==> src/hdl/r3c_pkg.sv <==
`timescale 1ns / 1ps

package r3c_pkg;

	localparam int PIX_W      = 8;
	localparam int CFG_IDX_W  = 3;
	localparam int CFG_DATA_W = 24;
	localparam int IW_W       = 7;
	localparam int DIV_W      = 8;
	localparam int SUM_W      = 14;
	localparam int REM_W      = 13;
	localparam int CH_W       = 3;

	localparam logic [PIX_W-1:0] RED_MASK   = 8'b11100000;
	localparam logic [PIX_W-1:0] GREEN_MASK = 8'b00011100;
	localparam logic [PIX_W-1:0] BLUE_MASK  = 8'b00000011;
	localparam logic [CH_W-1:0]  RG_MAX     = 3'b111;
	localparam logic [CH_W-1:0]  B_MAX      = 3'b011;

	localparam logic [IW_W-1:0]       RST_IMAGE_WIDTH = 7'd64;
	localparam logic [CFG_DATA_W-1:0] RST_KERNEL_TOP  = 24'd0;
	localparam logic [CFG_DATA_W-1:0] RST_KERNEL_MID  = 24'd256;
	localparam logic [CFG_DATA_W-1:0] RST_KERNEL_BOT  = 24'd0;
	localparam logic [DIV_W-1:0]      RST_DIVISOR     = 8'd1;

	typedef enum logic [CFG_IDX_W-1:0] {
		REG_IMAGE_WIDTH   = 3'd0,
		REG_KERNEL_TOP    = 3'd1,
		REG_KERNEL_MID    = 3'd2,
		REG_KERNEL_BOTTOM = 3'd3,
		REG_DIVISOR       = 3'd4
	} reg_idx_t;

	typedef enum logic [1:0] {
		ST_IDLE,
		ST_READ,
		ST_BUSY
	} state_t;

	typedef logic [PIX_W-1:0] pix_t;
	// [row][column], row 0 is the oldest line, column 2 the newest pixel
	typedef logic [2:0][2:0][PIX_W-1:0] win_t;
	// [kernel row], coefficient c in bits 8c+7:8c
	typedef logic [2:0][CFG_DATA_W-1:0] kern_t;

	typedef struct packed {
		logic start;
		logic top_off;
		logic bot_off;
		logic left_off;
		logic right_off;
		logic last;
	} job_t;

	// channel 0 red, 1 green, 2 blue; two's complement
	typedef struct packed {
		logic                  valid;
		logic                  last;
		logic [2:0][SUM_W-1:0] sum;
	} sum_t;

	typedef struct packed {
		logic       valid;
		logic       last;
		pix_t       pixel;
	} res_t;

	function automatic logic [CH_W-1:0] red_of(input pix_t p);
		pix_t t;
		t = p & RED_MASK;
		return t[7:5];
	endfunction

	function automatic logic [CH_W-1:0] green_of(input pix_t p);
		pix_t t;
		t = p & GREEN_MASK;
		return t[4:2];
	endfunction

	function automatic logic [CH_W-1:0] blue_of(input pix_t p);
		pix_t t;
		t = p & BLUE_MASK;
		return {1'b0, t[1:0]};
	endfunction

endpackage

==> src/hdl/r3c_ram.sv <==
`timescale 1ns / 1ps

module r3c_ram #(
	parameter int WIDTH = 16,
	parameter int DEPTH = 64,
	localparam int AW = (DEPTH > 1) ? $clog2(DEPTH) : 1
) (
	input  logic             clk,
	input  logic             we,
	input  logic [AW-1:0]    waddr,
	input  logic [WIDTH-1:0] wdata,
	input  logic             re,
	input  logic [AW-1:0]    raddr,
	output logic [WIDTH-1:0] rdata
);

	logic [WIDTH-1:0] mem [DEPTH];

	always_ff @(posedge clk) begin
		if (we) begin
			mem[waddr] <= wdata;
		end
		if (re) begin
			rdata <= mem[raddr];
		end
	end

endmodule

==> src/hdl/r3c_seq.sv <==
`timescale 1ns / 1ps

module r3c_seq #(
	parameter int MAX_WIDTH = 64,
	localparam int AW = $clog2(MAX_WIDTH),
	localparam int WW = $clog2(MAX_WIDTH + 2),
	localparam int EW = (WW > r3c_pkg::IW_W) ? WW : r3c_pkg::IW_W
) (
	input  logic                        clk,
	input  logic                        arst_n,
	input  logic                        s_tvalid,
	output logic                        s_tready,
	input  r3c_pkg::pix_t               s_tdata,
	input  logic                        s_tuser,
	input  logic [r3c_pkg::IW_W-1:0]    image_width,
	input  logic                        width_wr,
	input  logic                        take,
	output logic                        ram_re,
	output logic                        ram_we,
	output logic [AW-1:0]               ram_addr,
	output logic [2*r3c_pkg::PIX_W-1:0] ram_wdata,
	input  logic [2*r3c_pkg::PIX_W-1:0] ram_rdata,
	output r3c_pkg::win_t               win,
	output r3c_pkg::job_t               job
);

	r3c_pkg::state_t state_q, state_n;
	logic [AW-1:0]   col_q;
	logic [WW-1:0]   row_q;
	r3c_pkg::pix_t   pix_q;
	r3c_pkg::win_t   win_q;
	r3c_pkg::job_t   job_q;

	logic [EW-1:0]   iw_x;
	logic [EW-1:0]   w_x;
	logic [WW-1:0]   w;
	logic [WW-1:0]   col_x;
	logic [WW-1:0]   col_inc;
	logic [WW-1:0]   cr;
	logic [WW-1:0]   cc;
	logic            ctr_valid;
	r3c_pkg::pix_t   up;
	r3c_pkg::pix_t   mid;

	// effective side length, saturated to 3..MAX_WIDTH
	always_comb begin
		iw_x = EW'(image_width);
		if (iw_x < EW'(3)) begin
			w_x = EW'(3);
		end else if (iw_x > EW'(MAX_WIDTH)) begin
			w_x = EW'(MAX_WIDTH);
		end else begin
			w_x = iw_x;
		end
		w = w_x[WW-1:0];
	end

	// centre of the window sits one row and one column behind the input
	always_comb begin
		col_x = WW'(col_q);
		col_inc = col_x + WW'(1);
		if (col_q != '0) begin
			ctr_valid = (row_q != '0);
			cr = row_q - WW'(1);
			cc = col_x - WW'(1);
		end else begin
			ctr_valid = (row_q >= WW'(2));
			cr = row_q - WW'(2);
			cc = w - WW'(1);
		end
		ctr_valid = ctr_valid && (cr < w);
	end

	assign up  = ram_rdata[2*r3c_pkg::PIX_W-1:r3c_pkg::PIX_W];
	assign mid = ram_rdata[r3c_pkg::PIX_W-1:0];

	always_comb begin
		state_n = state_q;
		case (state_q)
			r3c_pkg::ST_IDLE: begin
				if (s_tvalid) begin
					state_n = r3c_pkg::ST_READ;
				end
			end
			r3c_pkg::ST_READ: begin
				state_n = ctr_valid ? r3c_pkg::ST_BUSY : r3c_pkg::ST_IDLE;
			end
			r3c_pkg::ST_BUSY: begin
				if (take) begin
					state_n = r3c_pkg::ST_IDLE;
				end
			end
			default: state_n = r3c_pkg::ST_IDLE;
		endcase
	end

	always_comb begin
		s_tready  = (state_q == r3c_pkg::ST_IDLE);
		ram_re    = s_tready && s_tvalid;
		ram_we    = (state_q == r3c_pkg::ST_READ);
		ram_addr  = col_q;
		// upper takes the old middle line, middle takes the new pixel
		ram_wdata = {mid, pix_q};
	end

	always_ff @(posedge clk or negedge arst_n) begin
		if (!arst_n) begin
			state_q <= r3c_pkg::ST_IDLE;
			col_q   <= '0;
			row_q   <= '0;
			win_q   <= '0;
			job_q   <= '0;
		end else begin
			state_q     <= state_n;
			job_q.start <= (state_q == r3c_pkg::ST_READ) && ctr_valid;
			if (width_wr) begin
				col_q <= '0;
				row_q <= '0;
			end else if (state_q == r3c_pkg::ST_READ) begin
				if (row_q >= w + WW'(1)) begin
					col_q <= '0;
					row_q <= '0;
				end else if (col_inc >= w) begin
					col_q <= '0;
					row_q <= row_q + WW'(1);
				end else begin
					col_q <= col_inc[AW-1:0];
				end
			end
			if (state_q == r3c_pkg::ST_READ) begin
				for (int i = 0; i < 3; i++) begin
					win_q[i][0] <= win_q[i][1];
					win_q[i][1] <= win_q[i][2];
				end
				win_q[0][2]     <= up;
				win_q[1][2]     <= mid;
				win_q[2][2]     <= pix_q;
				job_q.top_off   <= (cr == '0);
				job_q.bot_off   <= (cr == w - WW'(1));
				job_q.left_off  <= (cc == '0);
				job_q.right_off <= (cc == w - WW'(1));
				job_q.last      <= (cr == w - WW'(1)) && (cc == w - WW'(1));
			end
		end
	end

	always_ff @(posedge clk) begin
		if (ram_re) begin
			pix_q <= s_tuser ? '0 : s_tdata;
		end
	end

	assign win = win_q;
	assign job = job_q;

endmodule

==> src/hdl/r3c_mac.sv <==
`timescale 1ns / 1ps

module r3c_mac (
	input  logic           clk,
	input  logic           arst_n,
	input  r3c_pkg::job_t  job,
	input  r3c_pkg::win_t  win,
	input  r3c_pkg::kern_t kern,
	output r3c_pkg::sum_t  sum
);

	logic                           busy_q;
	logic [1:0]                     k_q;
	logic                           done_q;
	logic [2:0][r3c_pkg::SUM_W-1:0] acc_q;
	logic [2:0][r3c_pkg::SUM_W-1:0] acc_n;

	// one window row (kernel row 2-k) per cycle, three taps per channel
	always_comb begin
		logic [r3c_pkg::CFG_DATA_W-1:0] krow;
		r3c_pkg::pix_t                  px;
		logic                           off;
		logic [7:0]                     c8;
		logic [2:0][r3c_pkg::CH_W-1:0]  ch;
		logic signed [11:0]             pr;
		acc_n = acc_q;
		krow = kern[2'd2 - k_q];
		for (int j = 0; j < 3; j++) begin
			px = win[k_q][j];
			off = ((k_q == 2'd0) && job.top_off) || ((k_q == 2'd2) && job.bot_off) ||
				((j == 0) && job.left_off) || ((j == 2) && job.right_off);
			if (off) begin
				px = '0;
			end
			c8 = krow[8*(2-j) +: 8];
			ch[0] = r3c_pkg::red_of(px);
			ch[1] = r3c_pkg::green_of(px);
			ch[2] = r3c_pkg::blue_of(px);
			for (int c = 0; c < 3; c++) begin
				pr = $signed({9'b0, ch[c]}) * $signed({{4{c8[7]}}, c8});
				acc_n[c] = acc_n[c] + {{2{pr[11]}}, pr};
			end
		end
	end

	always_ff @(posedge clk or negedge arst_n) begin
		if (!arst_n) begin
			busy_q <= 1'b0;
			k_q    <= '0;
			done_q <= 1'b0;
		end else begin
			done_q <= busy_q && (k_q == 2'd2);
			if (job.start) begin
				busy_q <= 1'b1;
				k_q    <= '0;
			end else if (busy_q) begin
				k_q <= k_q + 2'd1;
				if (k_q == 2'd2) begin
					busy_q <= 1'b0;
				end
			end
		end
	end

	always_ff @(posedge clk) begin
		if (job.start) begin
			acc_q <= '0;
		end else if (busy_q) begin
			acc_q <= acc_n;
		end
	end

	assign sum.valid = done_q;
	assign sum.last  = job.last;
	assign sum.sum   = acc_q;

endmodule

==> src/hdl/r3c_div.sv <==
`timescale 1ns / 1ps

module r3c_div (
	input  logic                      clk,
	input  logic                      arst_n,
	input  r3c_pkg::sum_t             sum,
	input  logic [r3c_pkg::DIV_W-1:0] divisor,
	input  logic                      take,
	output r3c_pkg::res_t             res
);

	logic                           busy_q;
	logic [1:0]                     step_q;
	logic                           done_q;
	logic                           last_q;
	logic [2:0][r3c_pkg::REM_W-1:0] rem_q;
	logic [2:0][r3c_pkg::CH_W-1:0]  quo_q;
	logic [2:0]                     sat_q;

	logic [r3c_pkg::DIV_W-1:0]      d;
	logic [1:0]                     shamt;
	logic [r3c_pkg::REM_W-1:0]      dv;
	logic [2:0]                     ge;
	logic [2:0][r3c_pkg::CH_W-1:0]  val;

	assign d     = (divisor == '0) ? r3c_pkg::DIV_W'(1) : divisor;
	// first step tests for a quotient of 8 or more, then bits 2, 1, 0
	assign shamt = 2'd3 - step_q;
	assign dv    = r3c_pkg::REM_W'(d) << shamt;

	always_comb begin
		for (int c = 0; c < 3; c++) begin
			ge[c]  = (rem_q[c] >= dv);
			val[c] = sat_q[c] ? r3c_pkg::RG_MAX : quo_q[c];
		end
	end

	always_ff @(posedge clk or negedge arst_n) begin
		if (!arst_n) begin
			busy_q <= 1'b0;
			step_q <= '0;
			done_q <= 1'b0;
		end else begin
			if (sum.valid) begin
				busy_q <= 1'b1;
				step_q <= '0;
			end else if (busy_q) begin
				step_q <= step_q + 2'd1;
				if (step_q == 2'd3) begin
					busy_q <= 1'b0;
					done_q <= 1'b1;
				end
			end
			if (take) begin
				done_q <= 1'b0;
			end
		end
	end

	always_ff @(posedge clk) begin
		if (sum.valid) begin
			last_q <= sum.last;
			for (int c = 0; c < 3; c++) begin
				// negative sums truncate to zero or below and clamp to zero
				rem_q[c] <= sum.sum[c][r3c_pkg::SUM_W-1] ? '0 : sum.sum[c][r3c_pkg::REM_W-1:0];
				quo_q[c] <= '0;
				sat_q[c] <= 1'b0;
			end
		end else if (busy_q) begin
			for (int c = 0; c < 3; c++) begin
				if (step_q == 2'd0) begin
					sat_q[c] <= ge[c];
				end else if (!sat_q[c] && ge[c]) begin
					rem_q[c]        <= rem_q[c] - dv;
					quo_q[c][shamt] <= 1'b1;
				end
			end
		end
	end

	assign res.valid = done_q;
	assign res.last  = last_q;
	assign res.pixel = {val[0], val[1],
		(val[2] > r3c_pkg::B_MAX) ? r3c_pkg::B_MAX[1:0] : val[2][1:0]};

endmodule

==> src/hdl/rgb332_conv3x3.sv <==
`timescale 1ns / 1ps

// 3x3 convolution of a square RGB332 raster stream. Pixels enter in raster
// order; each channel of the pixel one row and one column behind the input is
// convolved with the kernel rotated by 180 degrees, divided by the divisor
// (truncating, 0 acts as 1) and clamped to 0..7 (red, green) or 0..3 (blue).
// Neighbors outside the image count as zero. After the W*W pixels of a frame
// send W+1 items with tuser set to flush the last results; the next item
// starts a new frame. Writing image_width restarts the frame. Items are taken
// one at a time: an item that completes no output pixel passes only through a
// line-store read and write-back; one that does also passes through three
// kernel-row multiply-accumulate passes, four compare-subtract divide steps
// and the hand-off to the output register, which waits while that register
// stays full. The block accepts the next item while a result waits in the
// output register.
module rgb332_conv3x3 #(
	parameter int MAX_WIDTH = 64
) (
	input  logic                            clk,
	input  logic                            arst_n,
	input  logic                            s_tvalid,
	output logic                            s_tready,
	input  logic [7:0]                      s_tdata,   // pixel_in[7:0]
	input  logic                            s_tuser,   // is_padding
	output logic                            m_tvalid,
	input  logic                            m_tready,
	output logic [7:0]                      m_tdata,   // pixel_out[7:0]
	output logic                            m_tlast,
	input  logic                            cfg_valid,
	output logic                            cfg_ready,
	input  logic [r3c_pkg::CFG_IDX_W-1:0]   cfg_index,
	input  logic [r3c_pkg::CFG_DATA_W-1:0]  cfg_data
);

	localparam int AW = $clog2(MAX_WIDTH);
	localparam int LW = 2 * r3c_pkg::PIX_W;

	logic [r3c_pkg::IW_W-1:0]       image_width_q;
	r3c_pkg::kern_t                 kern_q;
	logic [r3c_pkg::DIV_W-1:0]      divisor_q;
	logic                           width_wr;
	logic                           cfg_req;

	logic                           ram_re;
	logic                           ram_we;
	logic [AW-1:0]                  ram_addr;
	logic [LW-1:0]                  ram_wdata;
	logic [LW-1:0]                  ram_rdata;
	r3c_pkg::win_t                  win;
	r3c_pkg::job_t                  job;
	r3c_pkg::sum_t                  sum;
	r3c_pkg::res_t                  res;
	logic                           take;

	logic                           m_tvalid_q;
	r3c_pkg::pix_t                  pixel_q;
	logic                           last_q;

	assign cfg_ready = 1'b1;
	assign cfg_req   = cfg_valid && cfg_ready;
	assign width_wr  = cfg_req &&
		(r3c_pkg::reg_idx_t'(cfg_index) == r3c_pkg::REG_IMAGE_WIDTH);

	always_ff @(posedge clk or negedge arst_n) begin
		if (!arst_n) begin
			image_width_q <= r3c_pkg::RST_IMAGE_WIDTH;
			kern_q[0]     <= r3c_pkg::RST_KERNEL_TOP;
			kern_q[1]     <= r3c_pkg::RST_KERNEL_MID;
			kern_q[2]     <= r3c_pkg::RST_KERNEL_BOT;
			divisor_q     <= r3c_pkg::RST_DIVISOR;
		end else if (cfg_req) begin
			case (r3c_pkg::reg_idx_t'(cfg_index))
				r3c_pkg::REG_IMAGE_WIDTH:   image_width_q <= cfg_data[r3c_pkg::IW_W-1:0];
				r3c_pkg::REG_KERNEL_TOP:    kern_q[0]     <= cfg_data;
				r3c_pkg::REG_KERNEL_MID:    kern_q[1]     <= cfg_data;
				r3c_pkg::REG_KERNEL_BOTTOM: kern_q[2]     <= cfg_data;
				r3c_pkg::REG_DIVISOR:       divisor_q     <= cfg_data[r3c_pkg::DIV_W-1:0];
				default: ;
			endcase
		end
	end

	// both line stores share one word: upper line high byte, middle line low
	r3c_ram #(
		.WIDTH (LW),
		.DEPTH (MAX_WIDTH)
	) u_lines (
		.clk   (clk),
		.we    (ram_we),
		.waddr (ram_addr),
		.wdata (ram_wdata),
		.re    (ram_re),
		.raddr (ram_addr),
		.rdata (ram_rdata)
	);

	r3c_seq #(
		.MAX_WIDTH (MAX_WIDTH)
	) u_seq (
		.clk         (clk),
		.arst_n      (arst_n),
		.s_tvalid    (s_tvalid),
		.s_tready    (s_tready),
		.s_tdata     (s_tdata),
		.s_tuser     (s_tuser),
		.image_width (image_width_q),
		.width_wr    (width_wr),
		.take        (take),
		.ram_re      (ram_re),
		.ram_we      (ram_we),
		.ram_addr    (ram_addr),
		.ram_wdata   (ram_wdata),
		.ram_rdata   (ram_rdata),
		.win         (win),
		.job         (job)
	);

	r3c_mac u_mac (
		.clk    (clk),
		.arst_n (arst_n),
		.job    (job),
		.win    (win),
		.kern   (kern_q),
		.sum    (sum)
	);

	r3c_div u_div (
		.clk     (clk),
		.arst_n  (arst_n),
		.sum     (sum),
		.divisor (divisor_q),
		.take    (take),
		.res     (res)
	);

	assign take = res.valid && (!m_tvalid_q || m_tready);

	always_ff @(posedge clk or negedge arst_n) begin
		if (!arst_n) begin
			m_tvalid_q <= 1'b0;
		end else if (take) begin
			m_tvalid_q <= 1'b1;
		end else if (m_tready) begin
			m_tvalid_q <= 1'b0;
		end
	end

	always_ff @(posedge clk) begin
		if (take) begin
			pixel_q <= res.pixel;
			last_q  <= res.last;
		end
	end

	assign m_tvalid = m_tvalid_q;
	assign m_tdata  = pixel_q;
	assign m_tlast  = last_q;

endmodule

==> config.mk <==
export PLATFORM = sky130hd
export DESIGN_NAME = rgb332_conv3x3
export DESIGN_NICKNAME = d
export VERILOG_FILES = /design/src/hdl/r3c_pkg.sv /design/src/hdl/r3c_ram.sv /design/src/hdl/r3c_seq.sv /design/src/hdl/r3c_mac.sv /design/src/hdl/r3c_div.sv /design/src/hdl/rgb332_conv3x3.sv
export SDC_FILE = /design/constraint.sdc
export NUM_CORES = 2
export LEC_CHECK = 0
export BUFFER_PORTS_ARGS = -buffer_cell sky130_fd_sc_hd__buf_2
export CORE_MARGIN = 3
export CORE_UTILIZATION = 45
export DETAILED_ROUTE_END_ITERATION = 10
export GPL_TIMING_DRIVEN = 1
export PLACE_DENSITY = 0.63
export RECOVER_POWER = 25
export REMOVE_ABC_BUFFERS = 1
export SLEW_MARGIN = 20
export SYNTH_ARGS = -nofsm -noshare
export SYNTH_HDL_FRONTEND = slang
export SYNTH_SLANG_ARGS = --single-unit
==> constraint.sdc <==
create_clock -name clk -period 9.6 [get_ports clk]
set_input_delay 1.44 -clock clk [delete_from_list [all_inputs] [get_ports clk]]
set_output_delay 1.44 -clock clk [all_outputs]
set_load 0.02 [all_outputs]
==> metrics.md <==
| Metric | Value |
|---|---|
| Status | complete, but fails checks |
| Root Buffer | clkbuf_16 |
| First-pass detailed-route iteration total | 6 |
| Worst path required time | 10.31 ns |
| Seq/Total Area, Yosys | between 50 and 60% |
| Fraction of layout cells with a size suffix above 1 | 13.4% |
| PnR worst setup slack | 2.00 ns |
| Core box area | between 0.1 and 0.15 mm^2 |
| Dpl hpwl | between 100 and 150 mm |
| DR vias/cell | between 5 and 6 |
| Clock transition at the registers of the reported paths | 0.06 ns |
| Die width | 387 um |
| Buf/Inv on CP | 1 |
| Hold-fix buffers, CTS | 0 |
| Routability-driven placement congestion ratio | 0.909 |
| Initial antenna violation count | 3 |
| Fin Clk Skew | 0.0400 ns |
| Startpoint Class | flip-flop |
| Cts repair resizes | 0 |
| Yosys warnings | 0 |
| Yosys top cell area share | slightly above 50% |
| Final hold violations | 0 |
| Wire per inst | ~26 um |
| Vias in the first global route | 41,200 |
| Post-synthesis mux area share | 8.20% |
| Worst Hold Class | reg -> reg |
| FF/Latch Area | about 0.039 mm^2 |
| Mapped Avg Cell Area | 13.1 um^2 |
| Clk buf depth | 3 |
| Register bit total from synthesis | between 1,000 and 1,500 |
| DRC Markers | 0 |
| Post-CTS setup repair buffer count | 0 |
| Cell mode on critical path | a21oi_1 |
| I/O Pins | 53 |
| Top FF cell, synth | edfxtp_1 |
| Count leader, synth | edfxtp_1 |
| Cell count after synthesis | 5,006 |
| Area leader, netlist | edfxtp_1 |
| Worst Max-Slew Pin Slew | 4.23 ns |
| Critical Path End Type | flip-flop |
| Worst path top cell family by delay | compound AO/OA/AOI/OAI gates |
| DP Worst Slack | approximately 2.2 ns |
| Starting Density | 45.4% |
| Routed WL | 184 mm |
| Violated checks | max-capacitance violations, max-slew violations |
| Max-slew violation count | around 730 |
| Multi-input gate area | roughly 0.024 mm^2 |
| Total grt overflow | 0 |
| Fmax | around 130 MHz |
| Die Area | 0.150 mm^2 |
| Clk_lat worst skew | about 0.78 ns |
| CP Max Fanout | 19 |
| Max-Cap Viols | 12 |
| # setup viols final | 0 |
| Clk sinks | roughly 1,300 |
| Row count | 139 |
| Util after Layout | 50.4% |
| Cell area after synthesis | ~0.065 mm^2 |
| H-tree depth | 4 |
| Period minus WS final | ~7.6 ns |
| Fraction of the cycle the final worst path needs | 79.1% |
| Largest family of logic cells by synthesized area | compound AO/OA/AOI/OAI gates |
| Syn-to-layout area delta | 11.1% |
| TritonCTS buffer count | 144 |
| Asr flop ratio synth | about 14% |
| TNS Setup | 0 ns |
| Fillers | 12,400 |
| Nets | between 5,000 and 6,000 |
| XOR/XNOR share of the synthesized area | ~2.1% |
| Synth area leaders | edfxtp_1, dfrtp_1, ha_1 |
| CP arrival | roughly 8.3 ns |
| Top post-synthesis cells by count | edfxtp_1, nor2_1, inv_1, nand2_1, ha_1 |
| Unrepaired setup endpoints after global routing | false |
| Max_slew headroom | -182% |
| Starting DRT DRC Count | 4,424 |
| I/O Buffers | 51 |
| Slowest-stage cell, CP | and2_1 |
| Die Ht | 387 um |
| Vias | about 42,000 |
| First-pass GRT wire length | 272 mm |
| Largest net degree at the start of global routing | 108 |
| Post-Synth Simple-Gate Area | 7.53% |
| Hold_ws | 0.437 ns |
| Critical path class | reg -> reg |
| Delay of the slowest critical-path stage | roughly 0.8 ns |
| Post-synthesis compound-gate area fraction | 9.59% |
| Number of nets with antenna violations after routing | 0 |
| Tot GR Track Use | around a quarter |
| Netlist cell types | 94 |
| CTS tree | yes |
| Adder-cell area share of the yosys netlist | 9.31% |
| EDFF count, synth | ~1,100 |
worst paths after layout:
path	from	end	slack, ns	depth (start not counted)
min reg2reg	u_div.last_q$_DFFE_PP_	m_tlast$_DFFE_PP_	0.44	0
min	u_div.last_q$_DFFE_PP_	m_tlast$_DFFE_PP_	0.44	0
max	u_mac.k_q[0]$_DFFE_PN0P_	u_mac.sum[27]$_SDFFE_PP0P_	2.00	26
min in group asynchronous	arst_n	kern_q[57]$_DFFE_PN0P_	2.16	1
max reg2reg	u_mac.k_q[0]$_DFFE_PN0P_	u_mac.sum[27]$_SDFFE_PP0P_	2.00	26
max in group asynchronous	arst_n	u_seq.ram_addr[2]$_DFFE_PN0P_	4.06	3
stage by stage:
step	cells	area, um^2
floorplan	4780	64300
global placement	6877	68200
detailed placement	6877	68200
CTS	7136	72700
global route	7136	72600
finish	7138	72600
final cells by class:
class / count / area share, %
antenna: 2 / 0.00689
clock buffer: 197 / 5.37
multi-input combinational: 3034 / 33.3
inverter: 406 / 2.10
clock inverter: 62 / 0.773
sequential: 1340 / 53.4
tap: 1903 / 3.28
timing repair buffer: 194 / 1.84
metal layers:
| metal | wire length (um) | track usage [%] | up-vias |
|---|---|---|---|
| met3 | 17300 | 5.18 | 319 |
| met4 | 6500 | 8.60 | 0 |
| met1 | 76300 | 33.6 | 21200 |
| li1 | - | - | 18600 |
| met2 | 84100 | 37.8 | 1883 |
| met5 | 0 | 0 | - |
flip-flops by register name, indices dropped and copies added, names as in the netlist, 3 cells and up:
name            cells
u_seq.job           6
u_mac.sum          42
image_width_q       7
u_lines.rdata      16
u_lines.mem      1024
u_div.quo_q         9
u_seq.row_q         7
u_seq.ram_addr      6
kern_q             72
m_tdata             8
u_div.sat_q         3
u_seq.pix_q         8
u_div.rem_q        39
divisor_q           8
u_seq.win          72
worst reg2reg max path: stages, from the launching register on:
cell	delay, ns
dfrtp_2	0.35
inv_1	0.06
ha_1	0.67
and2_1	0.81
a21oi_1	0.43
nor2_1	0.20
ha_1	0.26
fa_1	0.49
ha_1	0.30
a21o_1	0.18
a21oi_1	0.24
o21bai_1	0.15
a21oi_1	0.25
o21ai_0	0.19
a21o_1	0.21
a21oi_1	0.16
xnor2_1	0.12
fa_1	0.65
xor2_1	0.17
ha_1	0.21
nand2_1	0.06
o21ai_0	0.43
o21ai_0	0.16
o21ai_0	0.13
a21oi_1	0.10
a311oi_1	0.37
o211a_1	0.19
cells by family after synthesis:
logic type,Yosys count
AND/OR/NAND/NOR,1113
multiplexers,411
adder cells (fa/ha/maj),412
XOR/XNOR,157
flip-flops,1340
other,1
AO/OA/AOI/OAI,940
buffers and inverters,632
cell usage in the layout, fill, tap and decap left out, drive strengths merged, types with 92 or more instances in the layout:
master	netlist	layout
edfxtp	1097	1097
nor2	420	420
inv	403	413
nand2	401	401
ha	288	288
a21oi	240	240
clkbuf	112	211
dfrtp	186	186
o21ai	180	180
buf	114	180
mux2i	179	179
mux2	147	147
fa	124	124
a221oi	116	116
a22oi	97	97
xnor2	92	92
Power is not shown: default switching activity piles up to over one toggle a cycle in this logic, so the estimate is an artifact.
